--- src/vlma_pkg.sv ---
package vlma_pkg;

    // default lane count and depth of the queue between front and back
    localparam int LANE_COUNT_DEF = 8;
    localparam int QUEUE_DEPTH    = 2;

    // operation codes of req_type
    localparam logic [3:0] OP_MULF = 4'd0;
    localparam logic [3:0] OP_MULU = 4'd1;
    localparam logic [3:0] OP_MUDL = 4'd2;
    localparam logic [3:0] OP_MUDM = 4'd3;
    localparam logic [3:0] OP_MUDN = 4'd4;
    localparam logic [3:0] OP_MUDH = 4'd5;
    localparam logic [3:0] OP_MACF = 4'd6;
    localparam logic [3:0] OP_MACU = 4'd7;
    localparam logic [3:0] OP_MADL = 4'd8;
    localparam logic [3:0] OP_MADM = 4'd9;
    localparam logic [3:0] OP_MADN = 4'd10;
    localparam logic [3:0] OP_MADH = 4'd11;

    // product form, shared by the replace and accumulate variants
    typedef enum logic [2:0] {
        KIND_F,
        KIND_FU,
        KIND_L,
        KIND_M,
        KIND_N,
        KIND_H
    } kind_t;

    typedef struct packed {
        logic [3:0]  req_type;
        logic [2:0]  lane;
        logic [15:0] vs_value;
        logic [15:0] vt_value;
    } req_word_t;

    typedef struct packed {
        logic [15:0]        lane_result;
        logic signed [47:0] acc_value;
    } rsp_word_t;

    // classified word handed from front to back
    typedef struct packed {
        kind_t              kind;
        logic               accumulate;
        logic               op_ok;
        logic               lane_ok;
        logic [2:0]         lane;
        logic signed [33:0] product;
    } work_t;

endpackage

--- src/vlma_front.sv ---
module vlma_front
    import vlma_pkg::*;
#(
    parameter int LANE_COUNT = LANE_COUNT_DEF
) (
    input  logic      clk,
    input  logic      rst_n,
    input  logic      req_valid,
    output logic      req_ready,
    input  req_word_t req,
    output logic      work_valid,
    input  logic      work_room,
    output work_t     work
);

    work_t work_reg;
    work_t work_next;
    logic  work_valid_reg;
    logic  push;
    logic  a_signed;
    logic  b_signed;
    logic signed [16:0] op_a;
    logic signed [16:0] op_b;

    // decode the operation into product form and replace/accumulate
    always_comb
    begin
        work_next            = '0;
        work_next.op_ok      = 1'b1;
        work_next.accumulate = 1'b0;
        work_next.kind       = KIND_L;
        case (req.req_type)
            OP_MULF: work_next.kind = KIND_F;
            OP_MULU: work_next.kind = KIND_FU;
            OP_MUDL: work_next.kind = KIND_L;
            OP_MUDM: work_next.kind = KIND_M;
            OP_MUDN: work_next.kind = KIND_N;
            OP_MUDH: work_next.kind = KIND_H;
            OP_MACF:
            begin
                work_next.kind       = KIND_F;
                work_next.accumulate = 1'b1;
            end
            OP_MACU:
            begin
                work_next.kind       = KIND_FU;
                work_next.accumulate = 1'b1;
            end
            OP_MADL:
            begin
                work_next.kind       = KIND_L;
                work_next.accumulate = 1'b1;
            end
            OP_MADM:
            begin
                work_next.kind       = KIND_M;
                work_next.accumulate = 1'b1;
            end
            OP_MADN:
            begin
                work_next.kind       = KIND_N;
                work_next.accumulate = 1'b1;
            end
            OP_MADH:
            begin
                work_next.kind       = KIND_H;
                work_next.accumulate = 1'b1;
            end
            default: work_next.op_ok = 1'b0;
        endcase

        a_signed = (work_next.kind != KIND_L) && (work_next.kind != KIND_N);
        b_signed = (work_next.kind != KIND_L) && (work_next.kind != KIND_M);
        op_a     = {a_signed & req.vs_value[15], req.vs_value};
        op_b     = {b_signed & req.vt_value[15], req.vt_value};

        work_next.product = 34'(op_a) * 34'(op_b);
        work_next.lane    = req.lane;
        work_next.lane_ok = ({2'b00, req.lane} < 5'(LANE_COUNT));
    end

    // one register stage after the multiplier
    assign push      = work_valid_reg && work_room;
    assign req_ready = !work_valid_reg || work_room;

    always_ff @(posedge clk or negedge rst_n)
    begin
        if (!rst_n)
        begin
            work_valid_reg <= 1'b0;
        end
        else if (req_valid && req_ready)
        begin
            work_valid_reg <= 1'b1;
        end
        else if (push)
        begin
            work_valid_reg <= 1'b0;
        end
    end

    always_ff @(posedge clk)
    begin
        if (req_valid && req_ready)
        begin
            work_reg <= work_next;
        end
    end

    assign work_valid = work_valid_reg;
    assign work       = work_reg;

endmodule

--- src/vlma_queue.sv ---
module vlma_queue
    import vlma_pkg::*;
#(
    parameter int DEPTH = QUEUE_DEPTH
) (
    input  logic  clk,
    input  logic  rst_n,
    input  logic  push,
    input  work_t push_word,
    output logic  room,
    input  logic  pop,
    output logic  head_valid,
    output work_t head
);

    localparam int PtrW = (DEPTH > 1) ? $clog2(DEPTH) : 1;
    localparam int CntW = $clog2(DEPTH + 1);

    work_t           slot_reg [DEPTH];
    logic [PtrW-1:0] wr_ptr_reg;
    logic [PtrW-1:0] rd_ptr_reg;
    logic [CntW-1:0] count_reg;
    logic            do_push;
    logic            do_pop;

    assign room       = (count_reg != CntW'(DEPTH));
    assign head_valid = (count_reg != '0);
    assign head       = slot_reg[rd_ptr_reg];
    assign do_push    = push && room;
    assign do_pop     = pop && head_valid;

    // pointers and fill count
    always_ff @(posedge clk or negedge rst_n)
    begin
        if (!rst_n)
        begin
            wr_ptr_reg <= '0;
            rd_ptr_reg <= '0;
            count_reg  <= '0;
        end
        else
        begin
            if (do_push)
            begin
                wr_ptr_reg <= (wr_ptr_reg == PtrW'(DEPTH - 1)) ? '0 : wr_ptr_reg + 1'b1;
            end
            if (do_pop)
            begin
                rd_ptr_reg <= (rd_ptr_reg == PtrW'(DEPTH - 1)) ? '0 : rd_ptr_reg + 1'b1;
            end
            if (do_push && !do_pop)
            begin
                count_reg <= count_reg + 1'b1;
            end
            else if (do_pop && !do_push)
            begin
                count_reg <= count_reg - 1'b1;
            end
        end
    end

    always_ff @(posedge clk)
    begin
        if (do_push)
        begin
            slot_reg[wr_ptr_reg] <= push_word;
        end
    end

endmodule

--- src/vlma_back.sv ---
module vlma_back
    import vlma_pkg::*;
#(
    parameter int LANE_COUNT = LANE_COUNT_DEF
) (
    input  logic      clk,
    input  logic      rst_n,
    input  logic      head_valid,
    input  work_t     head,
    output logic      pop,
    output logic      rsp_valid,
    input  logic      rsp_ready,
    output rsp_word_t rsp
);

    // the 3-bit lane field reaches at most eight accumulators
    localparam int StoreDepth = (LANE_COUNT < 8) ? LANE_COUNT : 8;
    localparam int IdxW       = (StoreDepth > 1) ? $clog2(StoreDepth) : 1;

    logic [47:0]     acc_reg [StoreDepth];
    rsp_word_t       rsp_reg;
    rsp_word_t       rsp_next;
    logic            rsp_valid_reg;
    logic [IdxW-1:0] idx;
    logic [47:0]     acc_cur;
    logic [47:0]     shaped;
    logic [47:0]     base;
    logic [47:0]     sum;
    logic            rounding;
    logic            write_en;
    logic            sat_s;
    logic            sat_u;
    logic [15:0]     clamped;

    assign pop = head_valid && (!rsp_valid_reg || rsp_ready);
    assign idx = head.lane[IdxW-1:0];

    // align the product, then one 48-bit add into the accumulator
    always_comb
    begin
        acc_cur = head.lane_ok ? acc_reg[idx] : '0;
        case (head.kind)
            KIND_F, KIND_FU: shaped = {{13{head.product[33]}}, head.product, 1'b0};
            KIND_L:          shaped = {32'd0, head.product[31:16]};
            KIND_M, KIND_N:  shaped = {{14{head.product[33]}}, head.product};
            KIND_H:          shaped = {head.product[31:0], 16'd0};
            default:         shaped = '0;
        endcase

        rounding = !head.accumulate && ((head.kind == KIND_F) || (head.kind == KIND_FU));
        if (head.accumulate)
        begin
            base = acc_cur;
        end
        else if (rounding)
        begin
            base = 48'h8000;
        end
        else
        begin
            base = '0;
        end
        sum = base + shaped;

        // bits 47..16 fit in 16 signed bits only when 47..31 agree
        sat_s = (sum[47:31] != '0) && (sum[47:31] != '1);
        sat_u = (sum[46:31] != '0);
        case (head.kind)
            KIND_FU:
            begin
                if (sum[47])
                begin
                    clamped = 16'h0000;
                end
                else if (sat_u)
                begin
                    clamped = 16'hFFFF;
                end
                else
                begin
                    clamped = sum[31:16];
                end
            end
            KIND_L, KIND_N: clamped = sum[15:0];
            default:
            begin
                if (sat_s)
                begin
                    clamped = sum[47] ? 16'h8000 : 16'h7FFF;
                end
                else
                begin
                    clamped = sum[31:16];
                end
            end
        endcase

        write_en = pop && head.lane_ok && head.op_ok;

        // out-of-range lane gives zeros, unknown operation the old value
        rsp_next = '0;
        if (head.lane_ok && head.op_ok)
        begin
            rsp_next.lane_result = clamped;
            rsp_next.acc_value   = sum;
        end
        else if (head.lane_ok)
        begin
            rsp_next.acc_value = acc_cur;
        end
    end

    // lane accumulators
    always_ff @(posedge clk or negedge rst_n)
    begin
        if (!rst_n)
        begin
            for (int i = 0; i < StoreDepth; i++)
            begin
                acc_reg[i] <= '0;
            end
        end
        else
        begin
            for (int i = 0; i < StoreDepth; i++)
            begin
                if (write_en && (idx == IdxW'(i)))
                begin
                    acc_reg[i] <= sum;
                end
            end
        end
    end

    // output register
    always_ff @(posedge clk or negedge rst_n)
    begin
        if (!rst_n)
        begin
            rsp_valid_reg <= 1'b0;
        end
        else if (pop)
        begin
            rsp_valid_reg <= 1'b1;
        end
        else if (rsp_ready)
        begin
            rsp_valid_reg <= 1'b0;
        end
    end

    always_ff @(posedge clk)
    begin
        if (pop)
        begin
            rsp_reg <= rsp_next;
        end
    end

    assign rsp_valid = rsp_valid_reg;
    assign rsp       = rsp_reg;

endmodule

--- src/vector_lane_multiply_accumulate.sv ---
// Per-lane 48-bit multiply-accumulate. Each request word carries an operation,
// a lane and two raw 16-bit elements, and gives one response word: the lane's
// new accumulator and the clamped (or low) 16-bit element. One word is taken
// per cycle while responses are taken; a response held back by a low rsp_ready
// stalls the back end and, once the queue fills, drops req_ready. A word passes
// the front register behind the 17x17 multiplier, the two-entry queue, then the
// output register. The sustained rate of one word per cycle is set by the back
// end's read-add-write of the lane accumulator. Accumulators clear to zero at
// reset; a lane at or above LANE_COUNT, or an unknown operation, leaves them untouched.
module vector_lane_multiply_accumulate
    import vlma_pkg::*;
#(
    parameter int LANE_COUNT = LANE_COUNT_DEF
) (
    input  logic      clk,
    input  logic      rst_n,
    input  logic      req_valid,
    output logic      req_ready,
    input  req_word_t req,
    output logic      rsp_valid,
    input  logic      rsp_ready,
    output rsp_word_t rsp
);

    logic  work_valid;
    logic  work_room;
    work_t work;
    logic  pop;
    logic  head_valid;
    work_t head;

    // decode and multiply
    vlma_front #(
        .LANE_COUNT(LANE_COUNT)
    ) u_front (
        .clk       (clk),
        .rst_n     (rst_n),
        .req_valid (req_valid),
        .req_ready (req_ready),
        .req       (req),
        .work_valid(work_valid),
        .work_room (work_room),
        .work      (work)
    );

    // decoupling queue
    vlma_queue #(
        .DEPTH(QUEUE_DEPTH)
    ) u_queue (
        .clk       (clk),
        .rst_n     (rst_n),
        .push      (work_valid),
        .push_word (work),
        .room      (work_room),
        .pop       (pop),
        .head_valid(head_valid),
        .head      (head)
    );

    // accumulate, clamp and respond
    vlma_back #(
        .LANE_COUNT(LANE_COUNT)
    ) u_back (
        .clk       (clk),
        .rst_n     (rst_n),
        .head_valid(head_valid),
        .head      (head),
        .pop       (pop),
        .rsp_valid (rsp_valid),
        .rsp_ready (rsp_ready),
        .rsp       (rsp)
    );

endmodule
--- config.mk ---
export PLATFORM = sky130hd
export DESIGN_NAME = vector_lane_multiply_accumulate
export DESIGN_NICKNAME = d
export VERILOG_FILES = /design/src/vlma_pkg.sv /design/src/vlma_front.sv /design/src/vlma_queue.sv /design/src/vlma_back.sv /design/src/vector_lane_multiply_accumulate.sv
export SDC_FILE = /design/constraint.sdc
export NUM_CORES = 2
export LEC_CHECK = 0
export ABC_AREA = 0
export BUFFER_PORTS_ARGS = -buffer_cell sky130_fd_sc_hd__buf_2
export CAP_MARGIN = 20
export CORE_MARGIN = 4
export CORE_UTILIZATION = 30
export CTS_CLUSTER_DIAMETER = 100
export CTS_CLUSTER_SIZE = 8
export DETAILED_ROUTE_END_ITERATION = 7
export GPL_TIMING_DRIVEN = 0
export PLACE_DENSITY = 0.52
export SLEW_MARGIN = 20
export SYNTH_ARGS = -nofsm -noshare
export SYNTH_HDL_FRONTEND = slang
export SYNTH_HIERARCHICAL = 1
export SYNTH_SLANG_ARGS = --single-unit
--- constraint.sdc ---
create_clock -name clk -period 6.35 [get_ports clk]
set_input_delay 0.635 -clock clk [delete_from_list [all_inputs] [get_ports clk]]
set_output_delay 0.635 -clock clk [all_outputs]
set_load 0.005 [all_outputs]
# Word level (Yosys, flattened, before mapping)
# Memories as Yosys holds them, arrays and structs flattened.
# Cells that the tools add are included.
[word_totals]
regBits = 496
ram_bits = 84
output_inout_bits = 66
mem_count = 1
[mem_list]
columns = ["name", "depth", "word_bits", "rd", "rd_ports_with_merged_regs", "wr", "line_no", "text"]
rows = [
  ["u_queue.slot_reg", 2, 42, 1, 0, 1, "vlma_queue.sv:19", "work_t slot_reg [DEPTH];"],
]
[op_classes]
n_addsub = 5
n_mul = 1
n_lt_le_gt_ge = 1
n_eq_ne = 28
muxes = 27
n_bitwise = 3
n_reduce_logical = 48
[op_table]
columns = ["op", "count"]
rows = [
  ["48-bit two-way mux", 6],
  ["48-bit case mux with 4 select lines", 1],
  ["48-bit binary-select mux with 3-bit select", 1],
  ["16-bit two-way mux", 5],
  ["48-bit adder", 1],
  ["17-bit by 17-bit multiplier with 34-bit output", 1],
  ["16-bit case mux with 2 select lines", 1],
  ["1-bit logical AND", 19],
  ["3-bit == test, second input constant", 6],
  ["17-bit inequality test, second input constant", 1],
  ["17-bit nonzero test", 1],
  ["4-bit by 3-bit == test with 1-bit output, second input constant", 4],
  ["4-bit == test, second input constant", 4],
  ["16-bit nonzero test", 1],
  ["2-bit OR reduction", 8],
  ["3-bit case mux with 5 select lines", 1],
  ["3-bit by 2-bit == test with 1-bit output, second input constant", 4],
  ["12-bit OR reduction", 1],
  ["1-bit two-way mux", 10],
  ["4-bit by 2-bit == test with 1-bit output, second input constant", 2],
  ["2-bit nonzero test", 4],
  ["3-bit by 1-bit == test with 1-bit output, second input constant", 2],
  ["3-bit zero test", 2],
  ["3-bit by 2-bit inequality test with 1-bit output, second input constant", 2],
  ["other kinds (16)", 25],
]

# Longest topological paths before layout
# An unclocked memory read counts as a cell.
[logic_depth]
ltp_word = 12
mapped_depth = 28
depth_no_buf = 27

# By module
# The synthesis kept the hierarchy.
[by_module_without_submodules]
columns = ["mod", "instances", "cells_each", "area_each_um2", "seq_area_each_um2"]
rows = [
  ["vlma_back", 1, 2415, 23975.5, 11556.1],
  ["vlma_front", 1, 1261, 12381.9, 1286.2],
  ["vlma_queue", 1, 152, 3498.4, 2682.6],
]

# Worst setup path after synthesis
# No wires, ideal clock.
[synth_path]
path_type = "input -> register"
start = "input port req[36] in the netlist's numbering"
end = "register u_front.work_reg (netlist bit u_front/work[33]) (data pin)"
arrival_time_ns = 6.666
required_ns = 6.090
path_slack_ns = -0.576
cell_stages = 25
path_cell_list = "inv_1 > nor2_1 > xnor2_1 > inv_1 > a2bb2oi_1 > nor2b_1 > clkbuf_1 > nand2_1 > fa_1 > inv_1 > fa_1 > fa_1 > fa_1 > inv_1 > fa_1 > fa_1 > inv_1 > ha_1 > or3_1 > a211oi_1 > o211ai_2 > a311oi_2 > o21ai_1 > a21oi_1 > xnor2_1"
[synth_rtl]
columns = ["element", "line_no", "text"]
rows = [
  ["start, declared", "vector_lane_multiply_accumulate.sv:19", "input req_word_t req,"],
  ["end signal, assigned", "vlma_front.sv:106", "work_reg <= work_next;"],
  ["end, declared", "vlma_front.sv:16", "work_t work_reg;"],
]

==> results.md <==
Route:
- The routed wire length is 127000 µm.
- The highest routed metal layer is met5.
- For this block, the initial DRC count from the detailed router was 2425.
- Dividing the detail-routed via count by the number of cells gives 5.06.
- For this run, design rule violations remaining after detail routing come to 0.
- The met3 routed wirelength is 7550 µm.
- The first-pass iteration count of the detailed router is 5.
- For this block, wires on met1 add up to 55700 µm.
- The remaining antenna violation count after routing is 0.
- The met2 routed wirelength is 60400 µm.
- Summing over every cut layer, the via total after detailed routing is 29600.
- In the final routed layout, each cell accounts on average for 21.8 µm.

Logic synthesis:
- The number of enable-type register cells in the synthesized netlist is 192.
- The multiplexer share of the synthesized area is 0.101.
- The dominant combinational cell family by area after synthesis is adder cells.
- After synthesis, the netlist uses 91 different library cells.
- Of the total synthesized cell area, the portion taken by AND, OR, NAND and NOR gates is 0.125.
- The synthesized flop and latch total is 582.
- Of the synthesized area, sequential elements account for 0.390.
- The post-synthesis instance total is 3828.
- The fraction of the mapped netlist area in adder cells is 0.191.
- The number of warning messages in the yosys log is 6.
- After synthesis, the mean cell area works out to 10.4 µm².
- The number of nets handed over by synthesis was 4301.
- Of the total synthesized cell area, the portion taken by XOR and XNOR cells is 0.0185.
- The most used flip-flop cell after synthesis is sky130_fd_sc_hd__dfrtp_1.
- The synthesized netlist occupies a cell area of 39900 µm².
- The fraction of registers with async set or reset after synthesis is 0.670.
- The compound-cell area share of the yosys netlist was 0.117.

Timing:
- The slack of the critical path is 72.1 ps.
- The final max-slew violation count is 0.
- The hold violation total from the final report is 0.
- For the finished layout, the period the worst path requires is 6280 ps.
- The transition time at the pin with the least slew margin is 1250 ps.
- The part of the cycle the worst path needs is 0.989.
- The worst pin sits at a relative slew slack of 0.165.
- The final setup violation count is 0.
- Across the routed clock network, the largest skew measured is 44.7 ps.
- The worst-case hold slack is 196 ps.
- Setup repair after global routing could not meet its margin everywhere.
- The peak clock frequency supported by timing is 159 MHz.

GRT:
- The number of antenna violations at the first check in global routing is 4.
- The global-route wire length before repair is 193000 µm.
- Summed over all layers, the global routing overflow is 0.
- The number of global-route vias before repair is 30100.
- The global routing usage summed across all routing layers is 0.183.
- The pin count of the biggest net entering global routing is 94.

Clock tree:
- Counting along the longest clock path gives a buffer depth of 3.
- The clock transition at the registers of the reported paths is 50 ps.
- The total clock buffers created by CTS is 83.
- The maximum level of the CTS H-tree is 3.
- The clock latency on the worst-skew pair is 660 ps.
- Clock tree synthesis found a total of 582 sinks.
- Clock tree synthesis selected as its root buffer the cell sky130_fd_sc_hd__clkbuf_16.
- The TritonCTS clock tree is built.

Floorplanning:
- The horizontal die dimension is 372 µm.
- The area of the core region is 132000 µm².
- The count of standard-cell rows is 133.
- Measured along the y axis, the die boundary spans 372 µm.
- The floorplan step defined a die boundary enclosing 139000 µm².
- The starting density of the core is 0.302.
- For this design the top-level I/O count stands at 109.

Finish:
- Fill cells in the final layout number 13400.
- The ratio of cells with drive above 1 in the final layout is 0.184.
- At the end of the flow, the number of nets in the layout was 4532.
- The finished cells cover 47000 µm².
- Relative to the synthesized area, the layout overhead comes to 17.9%.
- The number of flip-flops under the largest register name is 384.
- The number of antenna diodes in the final layout is 0.

Critical path:
- On the worst path, the slowest cell contributes a delay of 550 ps.
- Following the worst setup path forward leads to its endpoint at u_front/work[31].
- The number of buffer and inverter stages on the critical path is 8.
- The beginning of the critical path is req[36].
- The critical-path cell with the highest stage delay is sky130_fd_sc_hd__fa_1.
- Counting stages on the worst path, the most repeated cell is sky130_fd_sc_hd__fa_1.
- The number of cells on the critical path is 27.
- Across all register-to-register paths, the minimum setup slack is 100 ps.
- Counting cells, the worst reg-to-reg path comes to 26.
- In this run the critical register-to-register path is captured at u_back/rsp[63].
- STA classifies the critical path startpoint as an input port.
- At the worst endpoint, the required time is 6730 ps.
- The kind of critical path is in2reg.
- On the critical path the largest part of the delay comes from adder cells.
- STA classifies the critical path endpoint as a register.
- The arrival time reported for the critical path endpoint is 6660 ps.
- In this run the critical register-to-register path is launched from u_queue/rd_ptr_reg.
- The largest fanout on the critical path is 4.

Status:
- The run finished with clean final reports.

Placed design:
- Buffers placed on the I/O ports in this run total 102.
- The HPWL after detailed placement is 97100 µm.
- The post-place instance area is 43100 µm².
- The last weighted congestion value of the routability-driven placer is 0.901.
- Timing analysis after detailed placement gives a worst setup slack of -2600 ps.

Min path:
- The tightest min-delay check is of the in2reg type.

Run:
- The count of max-cap constraint violations is 0.
area by class of cell:
| class | instances | area (µm²) | share of cell area |
|---|---|---|---|
| buffer | 215 | 1190 | 0.0253 |
| clock buffer | 112 | 2210 | 0.0470 |
| clock inverter | 8 | 169 | 0.00359 |
| inverter | 341 | 1300 | 0.0276 |
| multi-input combinational | 2662 | 23100 | 0.491 |
| sequential | 582 | 15500 | 0.330 |
| tap | 1755 | 2200 | 0.0467 |
| timing repair buffer | 174 | 1320 | 0.0281 |
cells by family after synthesis:
kind of cell / Yosys count
and+or+nand+nor: 1116
AOI/OAI and AO/OA: 778
buffers and inverters: 585
DFF: 582
adders and majority gates: 430
muxes: 252
xor gates and xnor gates: 84
other: 1
worst min-delay path by stage:
| stage | start | endpoint | slack, ps | cells past startpoint |
|---|---|---|---|---|
| 2_1_floorplan | rst_n | u_back/acc_reg[0] | 340 | 0 |
| 3_3_place_gp | u_front/work[20] | u_queue/slot_reg[0][20] | 420 | 0 |
| 3_5_place_dp | u_front/work[20] | u_queue/slot_reg[1][20] | 430 | 0 |
| 4_1_cts | req_valid | u_front/work_valid | 160 | 2 |
| 5_1_grt | req_valid | u_front/work_valid | 190 | 2 |
| 6_report | req_valid | u_front/work_valid | 200 | 2 |
synthesized netlist by cell type (all sizes together) (17+ instances only):
| library cell | count | area share |
|---|---|---|
| o22ai | 25 | 0.0041 |
| edfxtp | 192 | 0.14 |
| a21o | 40 | 0.0075 |
| dfrtp | 390 | 0.24 |
| mux2i | 34 | 0.0085 |
| xor2 | 28 | 0.0062 |
| ha | 133 | 0.042 |
| o31ai | 22 | 0.0044 |
| nor2 | 119 | 0.011 |
| o21ai | 446 | 0.056 |
| a21oi | 111 | 0.014 |
| xnor2 | 56 | 0.012 |
| mux4 | 96 | 0.054 |
| nor2b | 31 | 0.0051 |
| fa | 297 | 0.15 |
| nand3 | 20 | 0.0025 |
| and2 | 162 | 0.025 |
| a22o | 17 | 0.0037 |
| mux2 | 122 | 0.038 |
| buf | 44 | 0.0066 |
| a211oi | 20 | 0.0040 |
| inv | 341 | 0.032 |
| clkbuf | 200 | 0.019 |
| nand2b | 24 | 0.0038 |
| nor3 | 20 | 0.0026 |
| a221oi | 17 | 0.0054 |
| nand2 | 674 | 0.063 |
cell usage in the layout (no fill, tap or decap), types with 110 or more instances in the layout:
| master | instances |
|---|---|
| sky130_fd_sc_hd__and2_1 | 159 |
| sky130_fd_sc_hd__buf_2 | 110 |
| sky130_fd_sc_hd__clkbuf_1 | 152 |
| sky130_fd_sc_hd__dfrtp_1 | 390 |
| sky130_fd_sc_hd__edfxtp_1 | 192 |
| sky130_fd_sc_hd__fa_1 | 292 |
| sky130_fd_sc_hd__ha_1 | 112 |
| sky130_fd_sc_hd__inv_1 | 328 |
| sky130_fd_sc_hd__nand2_1 | 658 |
| sky130_fd_sc_hd__nor2_1 | 115 |
| sky130_fd_sc_hd__o21ai_0 | 430 |
routing by layer:
metal / GRT usage / up-vias
li1: - / 13400
met1: 0.248 / 15100
met2: 0.303 / 946
met3: 0.0232 / 193
met4: 0.0572 / 4
met5: 0 / -
what timing repair did:
action,CTS,global route
endpoints found under the hold margin,30,0
cloned,1,0
hold buffers,1,0
setup buffers,20,39
setup endpoints to repair,312,28
pin swaps,31,52
resized for setup,189,138
through the flow:
| stage | utilization | cells | TNS (ps) |
|---|---|---|---|
| floorplan | - | 3828 | -160 |
| global placement | 0.324 | 5685 | -1644200 |
| detailed placement | 0.327 | 5697 | -214430 |
| CTS | 0.351 | 5823 | -338 |
| global route | 0.357 | 5849 | -560 |
| finish | 0.357 | 5849 | 0 |
Power is left out: the tool's default activity adds up to more than one toggle a clock period on the data nets, which glitch-free logic cannot reach.
